`src/fsfu_pkg.sv`:
```
// types, constants and fixed-point helpers shared by the stencil force block
`timescale 1ns / 1ps
package fsfu_pkg;

  localparam int unsigned NUM_DIV_CELLS = 32;

  localparam logic signed [31:0] MAX32 = 32'sh7fff_ffff;
  localparam logic signed [31:0] MIN32 = 32'sh8000_0000;
  localparam logic signed [32:0] ONE_Q = 33'sh0_0100_0000;

  localparam logic signed [31:0] MU_RST        = 32'shec00_0000;
  localparam logic signed [31:0] KAPPA_RST     = 32'sh1400_0000;
  localparam logic signed [31:0] MASS_SQ_RST   = 32'sh0100_0000;
  localparam logic signed [31:0] INV_DX_SQ_RST = 32'sh0a00_0000;

  typedef enum logic [1:0] {
    REG_MU        = 2'd0,
    REG_KAPPA     = 2'd1,
    REG_MASS_SQ   = 2'd2,
    REG_INV_DX_SQ = 2'd3
  } cfg_reg_e;

  typedef enum logic [1:0] {
    KIND_COMP0 = 2'd0,
    KIND_COMP1 = 2'd1,
    KIND_COMP2 = 2'd2
  } kind_e;

  typedef struct packed {
    logic [1:0]         kind;
    logic signed [31:0] comp0_value;
    logic signed [31:0] comp1_value;
    logic signed [31:0] comp2_value;
    logic signed [31:0] nbr_x_plus;
    logic signed [31:0] nbr_x_minus;
    logic signed [31:0] nbr_y_plus;
    logic signed [31:0] nbr_y_minus;
    logic signed [31:0] nbr_z_plus;
    logic signed [31:0] nbr_z_minus;
    logic               on_edge;
  } req_t;

  typedef struct packed {
    logic signed [31:0] accel;
  } rsp_t;

  // state carried along the divider chain
  typedef struct packed {
    logic [30:0]        r;
    logic [30:0]        d;
    logic [31:0]        nb;
    logic [31:0]        q;
    logic               neg;
    logic               zero;
    logic               ovf;
    logic               on_edge;
    logic signed [32:0] base;
  } div_t;

  // floor(p / 2^24) saturated to 32 bits
  function automatic logic signed [31:0] mulq_sat(input logic signed [67:0] p);
    logic signed [43:0] s;
    s = 44'(p >>> 24);
    if (s > 44'(MAX32)) begin
      return MAX32;
    end else if (s < 44'(MIN32)) begin
      return MIN32;
    end
    return s[31:0];
  endfunction

endpackage

```
`src/fsfu_div_cell.sv`:
```
// one restoring-division cell: produces one quotient bit per request
`timescale 1ns / 1ps
module fsfu_div_cell (
  input  logic           clk_i,
  input  logic           rst_ni,
  input  logic           in_valid_i,
  input  fsfu_pkg::div_t in_data_i,
  output logic           in_adv_o,
  output logic           out_valid_o,
  output fsfu_pkg::div_t out_data_o,
  input  logic           out_adv_i
);
  import fsfu_pkg::*;

  logic  valid_q;
  div_t  data_q, data_d;
  logic [31:0] trial;
  logic        ge;

  assign in_adv_o = !valid_q || out_adv_i;

  always_comb begin
    data_d = in_data_i;
    trial  = {in_data_i.r, in_data_i.nb[31]};
    ge     = trial >= {1'b0, in_data_i.d};
    data_d.r  = ge ? 31'(trial - {1'b0, in_data_i.d}) : trial[30:0];
    data_d.q  = {in_data_i.q[30:0], ge};
    data_d.nb = {in_data_i.nb[30:0], 1'b0};
  end

  always_ff @(posedge clk_i or negedge rst_ni) begin
    if (!rst_ni) begin
      valid_q <= 1'b0;
    end else if (in_adv_o) begin
      valid_q <= in_valid_i;
    end
  end

  always_ff @(posedge clk_i) begin
    if (in_adv_o) begin
      data_q <= data_d;
    end
  end

  assign out_valid_o = valid_q;
  assign out_data_o  = data_q;
endmodule

```
`config.mk`:
```
export PLATFORM = sky130hd
export DESIGN_NAME = fsfu_div_cell
export DESIGN_NICKNAME = d
export VERILOG_FILES = /design/src/fsfu_pkg.sv /design/src/fsfu_div_cell.sv
export SDC_FILE = /design/constraint.sdc
export NUM_CORES = 1
export LEC_CHECK = 0
export BUFFER_PORTS_ARGS = -buffer_cell sky130_fd_sc_hd__buf_2
export CORE_MARGIN = 1.5
export CORE_UTILIZATION = 42
export DETAILED_ROUTE_END_ITERATION = 16
export PLACE_DENSITY = 0.86
export SYNTH_ARGS = -nofsm -noshare
export SYNTH_HDL_FRONTEND = slang
export SYNTH_SLANG_ARGS = --single-unit
```
`constraint.sdc`:
```
create_clock -name clk_i -period 4.5 [get_ports clk_i]
set_clock_uncertainty 0.1 [all_clocks]
set_input_delay 0.45 -clock clk_i [delete_from_list [all_inputs] [get_ports clk_i]]
set_output_delay 0.45 -clock clk_i [all_outputs]
set_load 0.005 [all_outputs]
```
Word-level counts from Yosys, hierarchy flattened --
Index checks and enable logic that the tools add are counted.
Word-level totals: bits in latches 0, register bits after elaboration 163, word-level logic and storage cells 15, memory bits (read-only) 0, output and inout bits 165, memories 0, bits in writable memories 0, bits of input ports 167
Operators by class: muxes and demuxes 1, shifts and indexed selects 0, multiply operators 0, magnitude comparators 1, reduce and logical (&&, ||, !) cells 2, eq/ne operators 0, bitwise logic cells 0, add/sub/neg operators 1, divide/modulo/power cells 0
Operators with widths (number):
- $ge 32x31->1 | 1
- $mux 31 | 1
- $sub 31x31->31 | 1
- $logic_not 1->1 | 1
- $logic_or 1x1->1 | 1

Logic depth before layout (Yosys ltp) --
depth in word-level cells 2, mapped depth 12, gate-level depth less buffers 11

Worst setup path after synthesis --
Ideal clock, no wire load.
kind input to register, from in out_adv_i, to reg data_q (netlist bit out_data_o[0]) (enable), arrival time 4.400 ns, setup time 0.554 ns, path buffers 0, data required time 3.846 ns, slack -0.553 ns, stages 1, path through nand2b_1
On the way: word-level cells in the longest chain between the ends 1
Ends and longest elaborated chain:
- from (decl) | line fsfu_div_cell.sv:11 | input logic out_adv_i
- $logic_or 1x1->1 | line fsfu_div_cell.sv:20 | assign in_adv_o = !valid_q || out_adv_i;
- to (signal assigned) | line fsfu_div_cell.sv:41 | data_q <= data_d;
- to (decl) | line fsfu_div_cell.sv:16 | div_t data_q, data_d;
Every way passes these cells. A chain may end at the register's enable or synchronous reset.

==> results_dict.tcl <==
set metrics [dict create \
    required_ns 4.57 \
    grt_pass1_vias 5325 \
    design_area_um2 9625 \
    die_area_um2 17690 \
    crit_type "in -> reg" \
    dr_total_vias 5481 \
    synth_top_area_share_pct 68.55 \
    ys_ff_latch 163 \
    setup_violations 0 \
    fmax_mhz 311.9 \
    yosysTopAreaCell "edfxtp_1" \
    fin_setup_tns_ns 0 \
    drt_iter0_drc 429 \
    final_antenna_net_count 0 \
    start_kind "primary input" \
    cts_max_level 4 \
    cts.clk_slew.worst_paths_ns 0.07 \
    routedWlPerCell_um 19.42 \
    synth-edff-count 162 \
    placementRows 47 \
    syn_inst 501 \
    yosysWarnings 0 \
    reg2reg_to "out_data_o[63]" \
    cts.sinks 163 \
    drc 0 \
    async_flop_share_pct 0.6135 \
    cp_num_buf_inv 3 \
    cts_buffer_depth 2 \
    synth_seq_area_share_pct 68.90 \
    seq_area_um2 4890 \
    drtPass1Iterations 6 \
    die_w_um 133.0 \
    min_period_ns 3.206 \
    antenna_found_initial 3 \
    r2r-start "out_valid_o" \
    cts_setup_buffers 0 \
    final_nets 1038 \
    area_delta_synth_final_pct 35.63 \
    synth.most_common_cell "edfxtp_1" \
    root_buffer "clkbuf_16" \
    grt_pass1_wl_um 30880 \
    grt.overflow.total 0 \
    p_switching_mw 1.017 \
    hold_buffers 1 \
    synth_cell_types 58 \
    p_int_mw 3.066 \
    min-delay-path-class "in -> reg" \
    run_status "completed" \
    holdCritStartpoint "in_data_i[60]" \
    max_cap_viol_count 0 \
    routed_wl_um 20840 \
    tightest_slew_ns 0.6004 \
    syn_avg_cell_area_um2 14.17 \
    cts_tree "built" \
    cp_max_fo 46 \
    leakage_nw 4.340 \
    initial_core_util_pct 42.95 \
    slowest_stage "nand3_4" \
    power_density_nw_per_um2 424.2 \
    syn_nets 700 \
    combinationalPowerShare_pct 15.6 \
    synthTopCellsByArea "edfxtp_1 69%, ha_1 5.5%, a21oi_1 3.7%" \
    crit_path_end_kind "flop" \
    dp_hpwl_um 15990 \
    synth_ff_type "edfxtp_1" \
    max_stage_delay_ns 0.47 \
    worstPathCellList "buf_2, inv_1, ha_1, a21o_1, or3_1, o21a_2, a31o_4, o21ai_4, nand3_4, buf_4, nor2_1, a21oi_1" \
    viasPerCell 5.108 \
    holdPathEnd "out_data_o[61]" \
    hold_viol_final 0 \
    irDropWorstVdd_uv 255.7 \
    fin_crit_sh_pct 71.25 \
    multi_input_area_um2 1976 \
    power_frac_seq_pct 45.8 \
    portBuffers 329 \
    cts_resized 0 \
    clk-insertion-delay-late_ns 0.42 \
    cts_buffers 17 \
    routabilityCongestion 0.8482 \
    grt_max_degree 82 \
    ys_top_cells_by_count "162 x edfxtp_1, 52 x a21oi_1, 41 x inv_1" \
    fill_cells 1337 \
    path_delay_family "compound AO/OA/AOI/OAI gates" \
    grt_setup_unrepaired "no" \
    die-height_um 133.0 \
    reg2reg_depth 2 \
    arrival_ns 3.27 \
    core-area_um2 16520 \
    netlist_area_um2 7097 \
    pin_count 332 \
    grt.total_usage_pct 23.43 \
    swShare_pct 24.91 \
    r2r_slack_ns 2.57 \
    placed_cell_area_um2 8976 \
    power.total_mw 4.083 \
    drive_gt1_share_pct 44.30 \
    max-slew-margin-rel_pct 59.97 \
    pwr-share-clk_pct 38.6 \
    min_path_cells 1 \
    finalMaxSlewViolations 0 \
]
-- per-stage QoR --
stage | hold slack, ns | std cells | utilization [%] | setup WS (ns)
final | 0.09963 | 1073 | 58.25 | 1.294
after global routing | 0.07942 | 1071 | 58.22 | 1.130
after CTS | 0.08290 | 1071 | 58.22 | 1.294
after detailed placement | 0.1258 | 1039 | 54.32 | 0.8626
after global placement | 0.1246 | 1039 | 54.32 | 0.9659
after floorplan | 0.05441 | 501 | - | 1.395
-- sequential cells by signal, summed over array words and instances (netlist names) --
signal and count:
out_data_o 162, out_valid_o 1
-- area by class of cell --
type	count	area share, %
Multi-Input combinational cell	283	20.53
Inverter	41	1.599
Tap cell	220	2.860
Timing Repair Buffer	333	17.57
Antenna cell	2	0.05200
Sequential cell	163	50.80
Clock inverter	14	2.171
Clock buffer	17	4.420
-- per-layer routing --
layer  global-route usage (%)  routed length [µm]  vias to the layer above
li1                         -                   -                     2563
met1                    27.32                8084                     2638
met2                    40.13               10590                      241
met3                    7.816                1633                       35
met4                    8.852                 498                        4
met5                        0                  26                        -
-- cell families (layout without fill, tap and decap cells) --
kind of cell,count (synthesis),after routing,synth area share (%)
simple gates,103,103,7.194
flops,163,163,68.90
other cells,1,3,0.05284
buf+inv,55,405,3.367
compound gates,117,117,10.74
mux,4,4,0.7933
xor+xnor,26,26,3.209
fa+ha+maj,32,32,5.748
-- placed cells by master, fill, tap and decap left out, types with 4 or more instances in the layout --
master / n
bufinv_16: 4
and2_1: 4
o21ai_0: 16
edfxtp_1: 162
buf_2: 329
a21oi_1: 52
xnor2_1: 16
inv_6: 6
nor2_1: 38
nand2b_1: 5
clkbuf_16: 17
ha_1: 31
inv_1: 41
xor2_1: 10
nand3_1: 8
nand2_1: 17
a31oi_1: 4
nand4_1: 11
a21o_1: 12
-- worst max path at each step --
stage,slack [ns],to,startpoint,cells past startpoint
after detailed placement,0.86,out_data_o[140],in_data_i[106],12
after floorplan,1.40,out_data_o[0],out_adv_i,1
after CTS,1.29,out_data_o[140],in_data_i[106],12
after global placement,0.97,out_data_o[139],in_data_i[106],12
final,1.29,out_data_o[140],in_data_i[106],12
after global routing,1.13,out_data_o[140],in_data_i[106],12
-- power groups by stage --
stage | combinational, mW | sequential, mW | clock [mW]
final | 0.636 | 1.87 | 1.58
after global routing | 0.693 | 1.88 | 1.66
after CTS | 0.639 | 1.87 | 1.61
after detailed placement | 0.633 | 1.90 | 0
after global placement | 0.619 | 1.90 | 0
after floorplan | 0.303 | 1.93 | 0
Power figures use the tool's default switching activity.
